### src/design/mtgp_pkg.sv
// Shared types, character codes and label tables for the tele-information group parser.
`timescale 1ns / 1ps
`default_nettype none

package mtgp_pkg;

  localparam int MAX_GROUP_BYTES = 512;
  localparam int GROUP_LEN_W     = 10;
  localparam int TIMEOUT_W       = 16;
  localparam int VALUE_W         = 30;
  localparam int CHAR_W          = 7;
  localparam int LABEL_COUNT     = 6;
  localparam int LABEL_MAX_LEN   = 7;
  localparam int LABEL_POS_W     = 3;

  localparam logic [TIMEOUT_W-1:0] TIMEOUT_RESET = 16'd30;
  localparam logic [VALUE_W-1:0]   VALUE_MAX     = 30'd999999999;

  localparam logic CMD_CHAR = 1'b0;
  localparam logic CMD_TICK = 1'b1;

  localparam logic [CHAR_W-1:0] CH_STX  = 7'h02;
  localparam logic [CHAR_W-1:0] CH_ETX  = 7'h03;
  localparam logic [CHAR_W-1:0] CH_EOT  = 7'h04;
  localparam logic [CHAR_W-1:0] CH_LF   = 7'h0A;
  localparam logic [CHAR_W-1:0] CH_CR   = 7'h0D;
  localparam logic [CHAR_W-1:0] CH_SP   = 7'h20;
  localparam logic [CHAR_W-1:0] CH_ZERO = 7'h30;
  localparam logic [CHAR_W-1:0] CH_NINE = 7'h39;

  localparam logic [2:0] LABEL_OTHER = 3'd0;

  typedef enum logic [2:0] {
    ST_OK          = 3'd0,
    ST_CKSUM_BAD   = 3'd1,
    ST_NO_CK_SEP   = 3'd2,
    ST_NO_DATA_SEP = 3'd3,
    ST_OVERFLOW    = 3'd4
  } status_e;

  localparam logic [8*LABEL_MAX_LEN-1:0] LABEL_TEXT [LABEL_COUNT] = '{
    "OPTARIF",
    {"PTEC", 24'h0},
    {"ADPS", 24'h0},
    {"PAPP", 24'h0},
    {"HCHC", 24'h0},
    {"HCHP", 24'h0}
  };

  localparam logic [LABEL_POS_W-1:0] LABEL_LEN [LABEL_COUNT] = '{
    3'd7, 3'd4, 3'd4, 3'd4, 3'd4, 3'd4
  };

  typedef struct packed {
    logic              command;
    logic [CHAR_W-1:0] char_code;
  } in_item_t;

  typedef struct packed {
    status_e            group_status;
    logic [2:0]         label_code;
    logic [VALUE_W-1:0] data_value;
    logic [CHAR_W-1:0]  checksum_received;
    logic [CHAR_W-1:0]  checksum_computed;
  } out_item_t;

  function automatic logic label_char_hit(input int k, input logic [LABEL_POS_W-1:0] pos,
                                          input logic [CHAR_W-1:0] c);
    logic [7:0] ch;
    logic       hit;
    hit = 1'b0;
    if (pos < LABEL_LEN[k]) begin
      ch  = LABEL_TEXT[k][8*(LABEL_MAX_LEN-1-int'(pos)) +: 8];
      hit = (ch[CHAR_W-1:0] == c);
    end
    return hit;
  endfunction

endpackage

`default_nettype wire

### src/design/meter_teleinfo_group_parser_top.sv
// Top level of the tele-information group parser: group state, checksum, label and value logic.
`timescale 1ns / 1ps
`default_nettype none

// Takes one transaction per clock while in_stall_o is low (a meter character or a 100 ms
// tick), a rate set by the combinational state update (byte sum, label match, decimal
// accumulate with saturation), and updates the group state in the same cycle it is
// accepted. A CR that closes a group, or a byte past the group length limit, yields one
// result into the output register or, if stalled, its one skid entry; input stall only
// rises when both hold results not yet taken. The idle timeout register resets to 30 ticks;
// the user must write it via cfg_we_i / cfg_wdata_i only while idle; the block does not check.
module meter_teleinfo_group_parser_top
  import mtgp_pkg::*;
(
  input  wire logic                 clk_i,
  input  wire logic                 rst_ni,
  input  wire logic                 cfg_we_i,
  input  wire logic [TIMEOUT_W-1:0] cfg_wdata_i,
  input  wire logic                 in_valid_i,
  output logic                      in_stall_o,
  input  wire in_item_t             in_data_i,
  output logic                      out_valid_o,
  input  wire logic                 out_stall_i,
  output out_item_t                 out_data_o
);

  typedef struct packed {
    logic                   in_group;
    logic [GROUP_LEN_W-1:0] len;
    logic [7:0]             sum;
    logic [CHAR_W-1:0]      last;
    logic [CHAR_W-1:0]      slast;
    logic                   label_done;
    logic [LABEL_COUNT-1:0] mask;
    logic [LABEL_POS_W-1:0] pos;
    logic [VALUE_W-1:0]     value;
    logic                   digits;
  } grp_t;

  function automatic grp_t clear_grp(input logic active);
    grp_t g;
    g            = '0;
    g.in_group   = active;
    g.mask       = '1;
    g.digits     = 1'b1;
    return g;
  endfunction

  logic [TIMEOUT_W-1:0] timeout_q;
  logic [TIMEOUT_W-1:0] idle_q, idle_d;
  grp_t                 grp_q, grp_d, grp_commit;
  logic                 accept;
  logic                 res_valid;
  out_item_t            res;
  logic                 out_valid_q, out_valid_d;
  out_item_t            out_q, out_d;
  logic                 skid_valid_q, skid_valid_d;
  out_item_t            skid_q, skid_d;
  logic                 out_ready;

  assign accept     = in_valid_i && !in_stall_o;
  assign in_stall_o = skid_valid_q;

  // Commit of the byte two places back into sum, label and value.
  always_comb begin
    logic [CHAR_W-1:0]  c2;
    logic [VALUE_W+3:0] prod;
    grp_commit = grp_q;
    c2         = grp_q.slast;
    prod       = {grp_q.value, 3'b000} + {2'b00, grp_q.value, 1'b0}
                 + {30'd0, c2[3:0]};
    grp_commit.sum = grp_q.sum + {1'b0, c2};
    if (!grp_q.label_done) begin
      if (c2 == CH_SP) begin
        grp_commit.label_done = 1'b1;
      end else begin
        for (int k = 0; k < LABEL_COUNT; k++) begin
          grp_commit.mask[k] = grp_q.mask[k] && label_char_hit(k, grp_q.pos, c2);
        end
        if (grp_q.pos < LABEL_POS_W'(LABEL_MAX_LEN)) begin
          grp_commit.pos = grp_q.pos + 3'd1;
        end
      end
    end else if (grp_q.digits) begin
      if (c2 >= CH_ZERO && c2 <= CH_NINE) begin
        grp_commit.value = (prod > {4'd0, VALUE_MAX}) ? VALUE_MAX : prod[VALUE_W-1:0];
      end else begin
        grp_commit.digits = 1'b0;
      end
    end
  end

  always_comb begin
    logic [CHAR_W-1:0]      c;
    logic [TIMEOUT_W-1:0]   idle_inc;
    logic [CHAR_W-1:0]      computed;
    status_e                st;
    logic [2:0]             code;
    grp_d     = grp_q;
    idle_d    = idle_q;
    res_valid = 1'b0;
    res       = '0;
    c         = in_data_i.char_code;
    idle_inc  = (idle_q < timeout_q) ? idle_q + 16'd1 : idle_q;
    computed  = {1'b0, grp_q.sum[5:0]} + CH_SP;
    code      = LABEL_OTHER;
    for (int k = LABEL_COUNT - 1; k >= 0; k--) begin
      if (grp_q.mask[k] && grp_q.pos == LABEL_LEN[k]) begin
        code = 3'(k + 1);
      end
    end
    priority if (grp_q.len < GROUP_LEN_W'(4) || computed != grp_q.last) begin
      st = ST_CKSUM_BAD;
    end else if (grp_q.slast != CH_SP) begin
      st = ST_NO_CK_SEP;
    end else if (!grp_q.label_done) begin
      st = ST_NO_DATA_SEP;
    end else begin
      st = ST_OK;
    end
    if (accept) begin
      if (in_data_i.command == CMD_TICK) begin
        idle_d = idle_inc;
        if (idle_inc >= timeout_q) begin
          grp_d = clear_grp(1'b0);
        end
      end else begin
        idle_d = '0;
        priority if (c == CH_STX || c == CH_ETX) begin
          grp_d = grp_q;
        end else if (c == CH_EOT) begin
          grp_d = clear_grp(1'b0);
        end else if (c == CH_LF) begin
          grp_d = clear_grp(1'b1);
        end else if (!grp_q.in_group) begin
          grp_d = grp_q;
        end else if (c == CH_CR) begin
          res_valid             = 1'b1;
          res.group_status      = st;
          res.label_code        = (st == ST_OK) ? code : LABEL_OTHER;
          res.data_value        = (st == ST_OK) ? grp_q.value : '0;
          res.checksum_received = grp_q.last;
          res.checksum_computed = computed;
          grp_d                 = clear_grp(1'b0);
        end else if (grp_q.len >= GROUP_LEN_W'(MAX_GROUP_BYTES)) begin
          res_valid        = 1'b1;
          res.group_status = ST_OVERFLOW;
          grp_d            = clear_grp(1'b0);
        end else begin
          grp_d       = (grp_q.len >= GROUP_LEN_W'(2)) ? grp_commit : grp_q;
          grp_d.slast = grp_q.last;
          grp_d.last  = c;
          grp_d.len   = grp_q.len + 10'd1;
        end
      end
    end
  end

  assign out_ready = !out_valid_q || !out_stall_i;

  always_comb begin
    out_valid_d  = out_valid_q;
    out_d        = out_q;
    skid_valid_d = skid_valid_q;
    skid_d       = skid_q;
    if (out_ready) begin
      if (skid_valid_q) begin
        out_valid_d  = 1'b1;
        out_d        = skid_q;
        skid_valid_d = 1'b0;
      end else begin
        out_valid_d = res_valid;
        out_d       = res;
      end
    end else if (res_valid) begin
      skid_valid_d = 1'b1;
      skid_d       = res;
    end
  end

  always_ff @(posedge clk_i or negedge rst_ni) begin
    if (!rst_ni) begin
      timeout_q    <= TIMEOUT_RESET;
      idle_q       <= TIMEOUT_RESET;
      grp_q        <= clear_grp(1'b0);
      out_valid_q  <= 1'b0;
      skid_valid_q <= 1'b0;
    end else begin
      if (cfg_we_i) begin
        timeout_q <= cfg_wdata_i;
      end
      idle_q       <= idle_d;
      grp_q        <= grp_d;
      out_valid_q  <= out_valid_d;
      skid_valid_q <= skid_valid_d;
    end
  end

  always_ff @(posedge clk_i) begin
    out_q  <= out_d;
    skid_q <= skid_d;
  end

  assign out_valid_o = out_valid_q;
  assign out_data_o  = out_q;

  a_skid_behind_out: assert property (@(posedge clk_i) disable iff (!rst_ni)
    skid_valid_q |-> out_valid_q)
    else $error("skid entry held while output register empty");

  a_len_limit: assert property (@(posedge clk_i) disable iff (!rst_ni)
    grp_q.len <= GROUP_LEN_W'(MAX_GROUP_BYTES))
    else $error("group length past limit");

  a_idle_group_empty: assert property (@(posedge clk_i) disable iff (!rst_ni)
    !grp_q.in_group |-> (grp_q.len == '0 && grp_q.sum == '0))
    else $error("bytes held outside a group");

  a_char_clears_idle: assert property (@(posedge clk_i) disable iff (!rst_ni)
    (accept && in_data_i.command == CMD_CHAR) |=> idle_q == '0)
    else $error("idle counter not cleared by character");

  a_overflow_fields: assert property (@(posedge clk_i) disable iff (!rst_ni)
    (out_valid_o && out_data_o.group_status == ST_OVERFLOW) |->
      (out_data_o.label_code == LABEL_OTHER && out_data_o.data_value == '0))
    else $error("overflow result carries label or value");

endmodule

`default_nettype wire
### config.mk
export PLATFORM = sky130hd
export DESIGN_NAME = meter_teleinfo_group_parser_top
export DESIGN_NICKNAME = d
export VERILOG_FILES = /design/src/design/mtgp_pkg.sv /design/src/design/meter_teleinfo_group_parser_top.sv
export SDC_FILE = /design/constraint.sdc
export NUM_CORES = 1
export LEC_CHECK = 0
export BUFFER_PORTS_ARGS = -buffer_cell sky130_fd_sc_hd__buf_2
export CAP_MARGIN = 5
export CORE_MARGIN = 2
export CORE_UTILIZATION = 50
export CTS_CLUSTER_SIZE = 10
export DETAILED_ROUTE_END_ITERATION = 10
export PLACE_DENSITY = 0.67
export SLEW_MARGIN = 10
export SYNTH_ARGS = -nofsm -noshare
export SYNTH_HDL_FRONTEND = slang
export SYNTH_SLANG_ARGS = --single-unit
### constraint.sdc
create_clock -name clk_i -period 5.7 [get_ports clk_i]
set_clock_uncertainty 0.1 [all_clocks]
set_input_delay 0.285 -clock clk_i [delete_from_list [all_inputs] [get_ports clk_i]]
set_output_delay 0.285 -clock clk_i [all_outputs]
set_load 0.1 [all_outputs]
# Word-level counts from Yosys, hierarchy flattened
# Index checks and enable logic that the tools add are counted.
# op_classes
n_addsub,8
eq_ne,20
reduce_logical,36
n_bitwise,1
order_cmp,10
n_mux,70
shift,6
# ops
op,count
$mux 74,8
$mux 50,7
$shiftx 56x7->7 const A,6
$mux 30,3
$mux 63,1
$mux 31,2
$mux 47,1
$eq 7x7->1,6
$add 33x31->34,1
$add 34x4->34,1
$gt 34x30->1 const B,1
$mux 16,2
$mux 1,31
$mux 3,10
$reduce_bool 6->1,5
$add 16x1->16 const B,1
$ge 16x16->1,1
$lt 16x16->1,1
$reduce_and 8->1,2
$eq 7x2->1 const B,2
$eq 7x4->1 const B,2
$logic_and 1x1->1,14
$ne 6x2->1 const B,2
$add 10x1->10 const B,1
other kinds (32),40
# totals
ff_bits,208
input_bits,29

# Depth between registers and ports, before layout
# Gate-level depths: netlist of run 1.
# depth
depth_word,17
ltp_mapped,23
mapped_depth_nobuf,21

# Worst setup path before layout of run 1
# Ideal clock, no wire load.
# synth_path
path_type,register to register
start,"register out_valid_q, in the netlist out_valid_o"
end,"register skid_q[0] (netlist name), enable pin"
arrival_ns,4.702
required_ns,5.137
path_slack_ns,0.435
stages_incl_launch_ff,3
path_buffers,0
period_less_slack_ns,5.265
path_cell_list,dfrtp_1 nand2_1 nor2b_1
# synth_between
elab_chain_len,4
# synth_lines
element,line_no,source
start: declaration,meter_teleinfo_group_parser_top.sv:55,"logic out_valid_q, out_valid_d;"
start signal: assignment,meter_teleinfo_group_parser_top.sv:194,out_valid_q <= out_valid_d;
$logic_not 1->1,meter_teleinfo_group_parser_top.sv:159,assign out_ready = !out_valid_q || !out_stall_i;
$logic_or 1x1->1,meter_teleinfo_group_parser_top.sv:159,
net out_ready,meter_teleinfo_group_parser_top.sv:59,logic out_ready;
$not 1->1 (no line),-,
$reduce_and 2->1 (no line),-,
end signal: assignment,meter_teleinfo_group_parser_top.sv:201,skid_q <= skid_d;
end: declaration,meter_teleinfo_group_parser_top.sv:58,"out_item_t skid_q, skid_d;"
# The timed path passes the listed nets, and every way through them passes these cells.
# A chain may end at the register's enable or synchronous reset.

# Worst setup path in the final report of run 1
# layout_path
start,register idle_q[9]
end,register grp_q[36] (netlist name)
# layout_between
elab_chain_len,5
# layout_lines
element,line_no,source
start: declaration,meter_teleinfo_group_parser_top.sv:50,"logic [TIMEOUT_W-1:0] idle_q, idle_d;"
start signal: assignment,meter_teleinfo_group_parser_top.sv:192,idle_q <= idle_d;
$add 16x1->16 or $lt 16x16->1 (tied branches),meter_teleinfo_group_parser_top.sv:104,idle_inc = (idle_q < timeout_q) ? idle_q + 16'd1 : idle_q;
$mux 16 *,meter_teleinfo_group_parser_top.sv:104,
$ge 16x16->1 *,meter_teleinfo_group_parser_top.sv:124,if (idle_inc >= timeout_q) begin
$ne 2x1->1 (no line) *,-,
$reduce_and 7->1 (no line) *,-,
end signal: assignment,meter_teleinfo_group_parser_top.sv:185,grp_q <= clear_grp(1'b0);
end signal: assignment,meter_teleinfo_group_parser_top.sv:193,grp_q <= grp_d;
end: declaration,meter_teleinfo_group_parser_top.sv:51,"grp_t grp_q, grp_d, grp_commit;"
# Every way passes the cells marked *; elsewhere a longest branch is shown, timed or not.

==> results.ini, run 1 <==
[worst_setup_path]
cp_max_fo = 8
r2r_cells = 19
required_ns = 6.04
cp-end-kind = flop
critPathKind = flop to flop
start_kind = flop
arrival_ns = 5.52

[clock_network]
cts_tree = done
ctsResizeCount = 0
cts.reportedPaths.clkPinSlew_ns = 0.06
insertion_delay_ns = 0.54
cts-buffers-inserted = 25
cts_root_buf = clkbuf_16
cts.htree.levels = 1
cts_setup_buffers = 0
cts_sinks = 206
clock_path_buffers = 3
hold_buffers = 25

[timing]
rsz0062_at_grt = no
max_freq_mhz = 193
setup_viol = 0
min_period_ns = 5.17
post-route-period-util_pct = 90.8
worst_slack_ns = 0.526
fin_tns_setup_ns = 0
max_slew.worst_pin.slew_ns = 1.21
drv_slew = 0
slew_headroom_pct = 17.5
hold_viol_final = 0
hold-worst-slack_ns = 0.0861

[global_route]
antenna_found_initial = 0
grt_busiest_layer = met2
grt_max_degree = 76
grt_pass1_wl_um = 49100
grt.met1_usage_pct = 31.9
grt-ovfl-total = 0
grt_pass1_vias = 9652
met3_usage_pct = 2.92
met2_usage_pct = 37.9
grtUsageTotal_pct = 22.6

[outcome]
status = finished clean

[die]
fp.coreArea_sq_mm = 0.0250
die-area_sq_mm = 0.0266
num_rows = 58
die_h_um = 163
io_pins = 81
die_w_um = 163
start_util_pct = 50.6

[placed_design]
dp_hpwl_um = 21000
place_ws_ns = 0.571
gp_congestion = 0.913
dpl.cell_count = 1641
port_buffers = 80

[layout]
nets = 1496
finalNonFillerCells = 1712
drive_above_1_share_pct = 12.2
fillers = 2189
area_growth_pct = 13.6
antenna_cells = 0
final_util_pct = 57.5

[logic_synthesis]
synth_cell_types = 81
synth_flop_cell = edfxtp_1
synth.net_count = 1409
synth_area_sq_mm = 0.0127
syn_inst = 1276
syn_avg_cell_area_sq_um = 9.92
synth_edf_count = 100
yosysWarnings = 0
ys_ff_latch = 206
synthArstFlopShare_pct = 51.5
ys_seq_area_share_pct = 44.8

[drt]
drc = 0
wl_um = 29400
detail_route.vias_per_cell = 5.74
ant_nets = 0
vias = 9835
drtPass1Iterations = 5
drt_iter0_drc = 638
wl_per_cell_um = 17.2

[power_and_ir_drop]
ir_drop_mv = 0.180
leakagePower_uw = 0.00710
powerDensity_mw_per_mm2 = 240

[worst_hold_path]
hold_class = input pin to flop
whs_path_depth = 3

[run]
max_cap_viol_count = 0

-- cell usage in the layout, fill, tap and decap left out, drive strengths merged, types with 35 or more instances in the layout --
master,Yosys,routed
inv,46,47
a21o,77,77
o21ai,94,94
a21oi,73,73
edfxtp,100,100
xnor2,35,35
clkbuf,51,43
nand2,136,136
dfrtp,91,91
buf,9,95
nor2,89,89
ha,101,101
-- registers in the layout, indices dropped and copies added, names as in the netlist --
| register | flops |
|---|---|
| timeout_q | 16 |
| in_stall_o | 1 |
| out_data_o | 50 |
| skid_q | 50 |
| out_valid_o | 1 |
| grp_commit | 25 |
| grp_q | 47 |
| idle_q | 16 |
-- metrics by stage --
stage | cell area (sq um) | total power (uW)
final | 14400 | 3450
after CTS | 14400 | 3490
after global routing | 14400 | 3600
after detailed placement | 13400 | 1960
after global placement | 13400 | 1940
after floorplan | 12700 | 1860
-- cell families (layout without fill, tap and decap cells) --
kind of cell / Yosys count / after routing / share of synthesized area [%]
buffers and inverters: 107 / 213 / 3.30
adders and majority gates: 104 / 104 / 10.5
DFF: 206 / 206 / 44.8
AOI/OAI and AO/OA: 345 / 345 / 18.1
xor gates and xnor gates: 62 / 62 / 4.29
muxes: 25 / 25 / 2.08
and+or+nand+nor: 427 / 427 / 16.9
-- report_power, final --
group          total, uW  switching, uW  internal (uW)
sequential          1660           53.2           1610
clock               1510            601            907
combinational        278            153            125
-- worst paths after layout --
check | from | to | slack (ns)
min reg2reg | grp_q[0] | grp_q[0] | 0.41
min | cfg_we_i | timeout_q[4] | 0.09
max reg2reg | idle_q[9] | grp_q[36] | 0.53
max | idle_q[9] | grp_q[36] | 0.53
max in group asynchronous | rst_ni | grp_q[24] | 4.11
min in group asynchronous | rst_ni | grp_q[32] | 0.35
-- Yosys cell counts, types with 9 or more instances --
master,number,area [sq um]
nand2_1,136,510
ha_1,101,1260
edfxtp_1,100,3000
dfrtp_1,91,2280
o21ai_0,90,450
nor2_1,88,330
a21o_1,77,578
a21oi_1,72,360
clkbuf_1,51,191
inv_1,46,173
xnor2_1,35,307
nand3_1,32,160
and2_1,31,194
and3_1,27,169
xor2_1,27,236
nor3_1,21,105
nand4_1,16,100
nor2b_1,16,100
dfstp_2,15,394
mux2i_1,15,150
a221o_1,14,140
nand2b_1,12,75.1
mux2_2,10,113
a32o_1,9,90.1
o31ai_1,9,67.6
-- layout make-up --
class	instances	area [sq um]	area share, %
multi-input combinational	963	6580	45.7
sequential	206	5680	39.4
timing repair buffer	120	766	5.32
clock buffer	43	724	5.04
tap	330	413	2.87
inverter	47	176	1.23
clock inverter	3	53.8	0.374
-- critical path: stages, from the launching register on --
cell	delay [ns]
dfrtp_1	0.46
ha_1	0.32
a21oi_1	0.13
nor2b_1	0.05
o21ai_0	0.16
nand2_1	0.08
a2111o_1	0.40
a41oi_1	0.31
o2111ai_1	0.45
nor2_1	0.33
xor2_1	0.12
ha_1	0.31
a21o_1	0.11
a21oi_1	0.08
a21oi_1	0.12
a21o_1	0.13
o311a_1	0.37
nand3_1	0.16
a21oi_1	0.48
mux2_2	0.40
-- layer usage --
metal,part of all wire [%],up-vias,routed length [um]
li1,-,4841,-
met1,48,4752,14200
met2,46,204,13500
met3,4.4,38,1290
met4,1.4,0,404
met5,0,-,0
Note: power is estimated with default switching activity, not from simulation.
==> run 2: changes to the inputs <==
--- a/config.mk
+++ b/config.mk
@@ -11,7 +11,9 @@
 export CORE_UTILIZATION = 50
 export CTS_CLUSTER_SIZE = 10
 export DETAILED_ROUTE_END_ITERATION = 10
+export HOLD_SLACK_MARGIN = 0.15
 export PLACE_DENSITY = 0.67
+export SETUP_SLACK_MARGIN = 0.2
 export SLEW_MARGIN = 10
 export SYNTH_ARGS = -nofsm -noshare
 export SYNTH_HDL_FRONTEND = slang
==> run 2 against run 1 <==
  * Die area did not move
  * First-iteration DRC count rose by 3.0%
  * Core utilization rose by 1.0 points
  * Routed wire length rose by 1.3%
  * Global-route usage rose by 0.33 points
  * Final area grew 1.8%
  * Critical endpoint unchanged
  * Largest cell class unchanged
  * Clock power is essentially flat
  * Hold slack improved by 0.080 ns
==> results.ini, run 2 (synthesis results as in run 1) <==
[timing]
worst_slack_ns = 0.628  ; +0.103 ns
post-route-period-util_pct = 89.0  ; -1.8 points
setup_viol = 0  ; unchanged
slew_headroom_pct = 23.9  ; +6.4 points
max_freq_mhz = 197  ; +2.0%
drv_slew = 0  ; unchanged
fin_tns_setup_ns = 0  ; unchanged
rsz0062_at_grt = yes
min_period_ns = 5.07  ; -0.103 ns
hold_viol_final = 0  ; unchanged
max_slew.worst_pin.slew_ns = 1.11  ; -0.0931 ns

[clock_network]
cts_tree = done
cts_root_buf = clkbuf_16
cts_sinks = 206  ; unchanged
clock_path_buffers = 3  ; unchanged
insertion_delay_ns = 0.54  ; about the same
cts.reportedPaths.clkPinSlew_ns = 0.06  ; about the same
cts-buffers-inserted = 25  ; unchanged
cts.htree.levels = 1  ; unchanged

[worst_hold_path]
hold_class = input pin to flop
whs_path_depth = 2  ; -1

[worst_setup_path]
arrival_ns = 5.41  ; -0.11 ns
cp_max_fo = 8  ; unchanged
r2r_cells = 20  ; +1
required_ns = 6.04  ; about the same
critPathKind = flop to flop
cp-end-kind = flop
start_kind = flop

[placed_design]
port_buffers = 80  ; unchanged
place_ws_ns = 0.571  ; unchanged
dp_hpwl_um = 21000  ; unchanged
gp_congestion = 0.913  ; unchanged
place_area_sq_mm = 0.0134  ; unchanged

[power_and_ir_drop]
powerDensity_mw_per_mm2 = 237  ; -1.1%
p_total_uw = 3470  ; +0.65%
ir_drop_mv = 0.180  ; about the same
leakagePower_uw = 0.00719  ; +1.2%

[global_route]
grt_pass1_vias = 9810  ; +1.6%
grt-ovfl-total = 0  ; unchanged
grt_pass1_wl_um = 49900  ; +1.4%
grt_max_degree = 76  ; unchanged
grtUsageTotal_pct = 23.0  ; +0.33 points
antenna_found_initial = 0  ; unchanged

[outcome]
status = finished clean

[die]
die-area_sq_mm = 0.0266  ; unchanged
start_util_pct = 50.6  ; unchanged
fp.coreArea_sq_mm = 0.0250  ; unchanged
die_w_um = 163  ; unchanged
num_rows = 58  ; unchanged
io_pins = 81  ; unchanged
die_h_um = 163  ; unchanged

[drt]
drc = 0  ; unchanged
detail_route.vias_per_cell = 5.73  ; -0.25%
wl_um = 29800  ; +1.3%
ant_nets = 0  ; unchanged
drtPass1Iterations = 6  ; +1
drt_iter0_drc = 657  ; +3.0%
vias = 9954  ; +1.2%
wl_per_cell_um = 17.2  ; -0.13%

[layout]
fin_area_sq_mm = 0.0146  ; +1.8%
nets = 1521  ; +1.7%
layout_commonest_cell = nand2_1
fillers = 2152  ; -1.7%
mostFrequentLayoutCells = nand2_1, ha_1, edfxtp_1, o21ai_0, dfrtp_1
area_growth_pct = 15.7
drive_above_1_share_pct = 12.1  ; -0.15 points
antenna_cells = 0  ; unchanged

[run]
max_cap_viol_count = 0  ; unchanged

run 2: final timing paths:
check | slack (ns) | end | start
min reg2reg | 0.41 | grp_q[0] | grp_q[0]
max | 0.63 | grp_q[36] | idle_q[9]
max reg2reg | 0.63 | grp_q[36] | idle_q[9]
max in group asynchronous | 4.12 | grp_q[24] | rst_ni
min | 0.17 | timeout_q[1] | cfg_we_i
min in group asynchronous | 0.36 | grp_q[32] | rst_ni
run 2: report_power, final:
group          total [uW]  internal (uW)  switching (uW)
sequential           1670           1610            54.4
clock                1510            907             603
combinational         297            140             158
run 2: routing by layer:
metal / vias to the layer above / global-route usage, % / part of all wire, %
li1: 4891 / - / -
met3: 36 / 2.92 / 4.1
met1: 4833 / 32.2 / 48
met5: - / 0 / 0
met2: 194 / 38.8 / 46
met4: 0 / 4.02 / 1.3
run 2: final cells by class:
type                    instances  area (sq um)  area share, %
clock buffers                  43           724           4.95
multi-input cells             963          6590           45.0
clock inverters                 3          53.8          0.367
repair buffers                145          1020           6.94
flip-flops and latches        206          5680           38.8
inverters                      47           176           1.20
well taps                     330           413           2.82
run 2: worst max-delay path, stage by stage (launching register included):
cell	delay (ns)
dfrtp_1	0.46
ha_1	0.32
a21oi_1	0.13
nor2b_1	0.05
o21ai_0	0.16
nand2_1	0.08
a2111o_1	0.40
a41oi_1	0.35
o21a_1	0.39
nand3_1	0.21
xnor2_1	0.17
ha_1	0.31
a21oi_1	0.08
nor2b_1	0.10
o21ai_0	0.09
nand3_1	0.08
a21o_1	0.09
o311a_1	0.37
nand3_1	0.16
a21oi_1	0.48
mux2_2	0.40
run 2: metrics by stage:
stage               util, %  hold WS, ns  instances
floorplan                 -       -0.111       1276
global placement       53.4        0.386       1641
detailed placement     53.4        0.398       1641
CTS                    58.5        0.157       1737
global route           58.5        0.206       1737
finish                 58.5        0.166       1737
run 2: repair_timing:
action / in CTS / in global routing
hold buffers: 50 / 0
buffers inserted: 0 / 0
endpoints found under the hold margin: 85 / 0
endpoints found under the setup margin: 0 / 21
gates resized for setup: 0 / 1
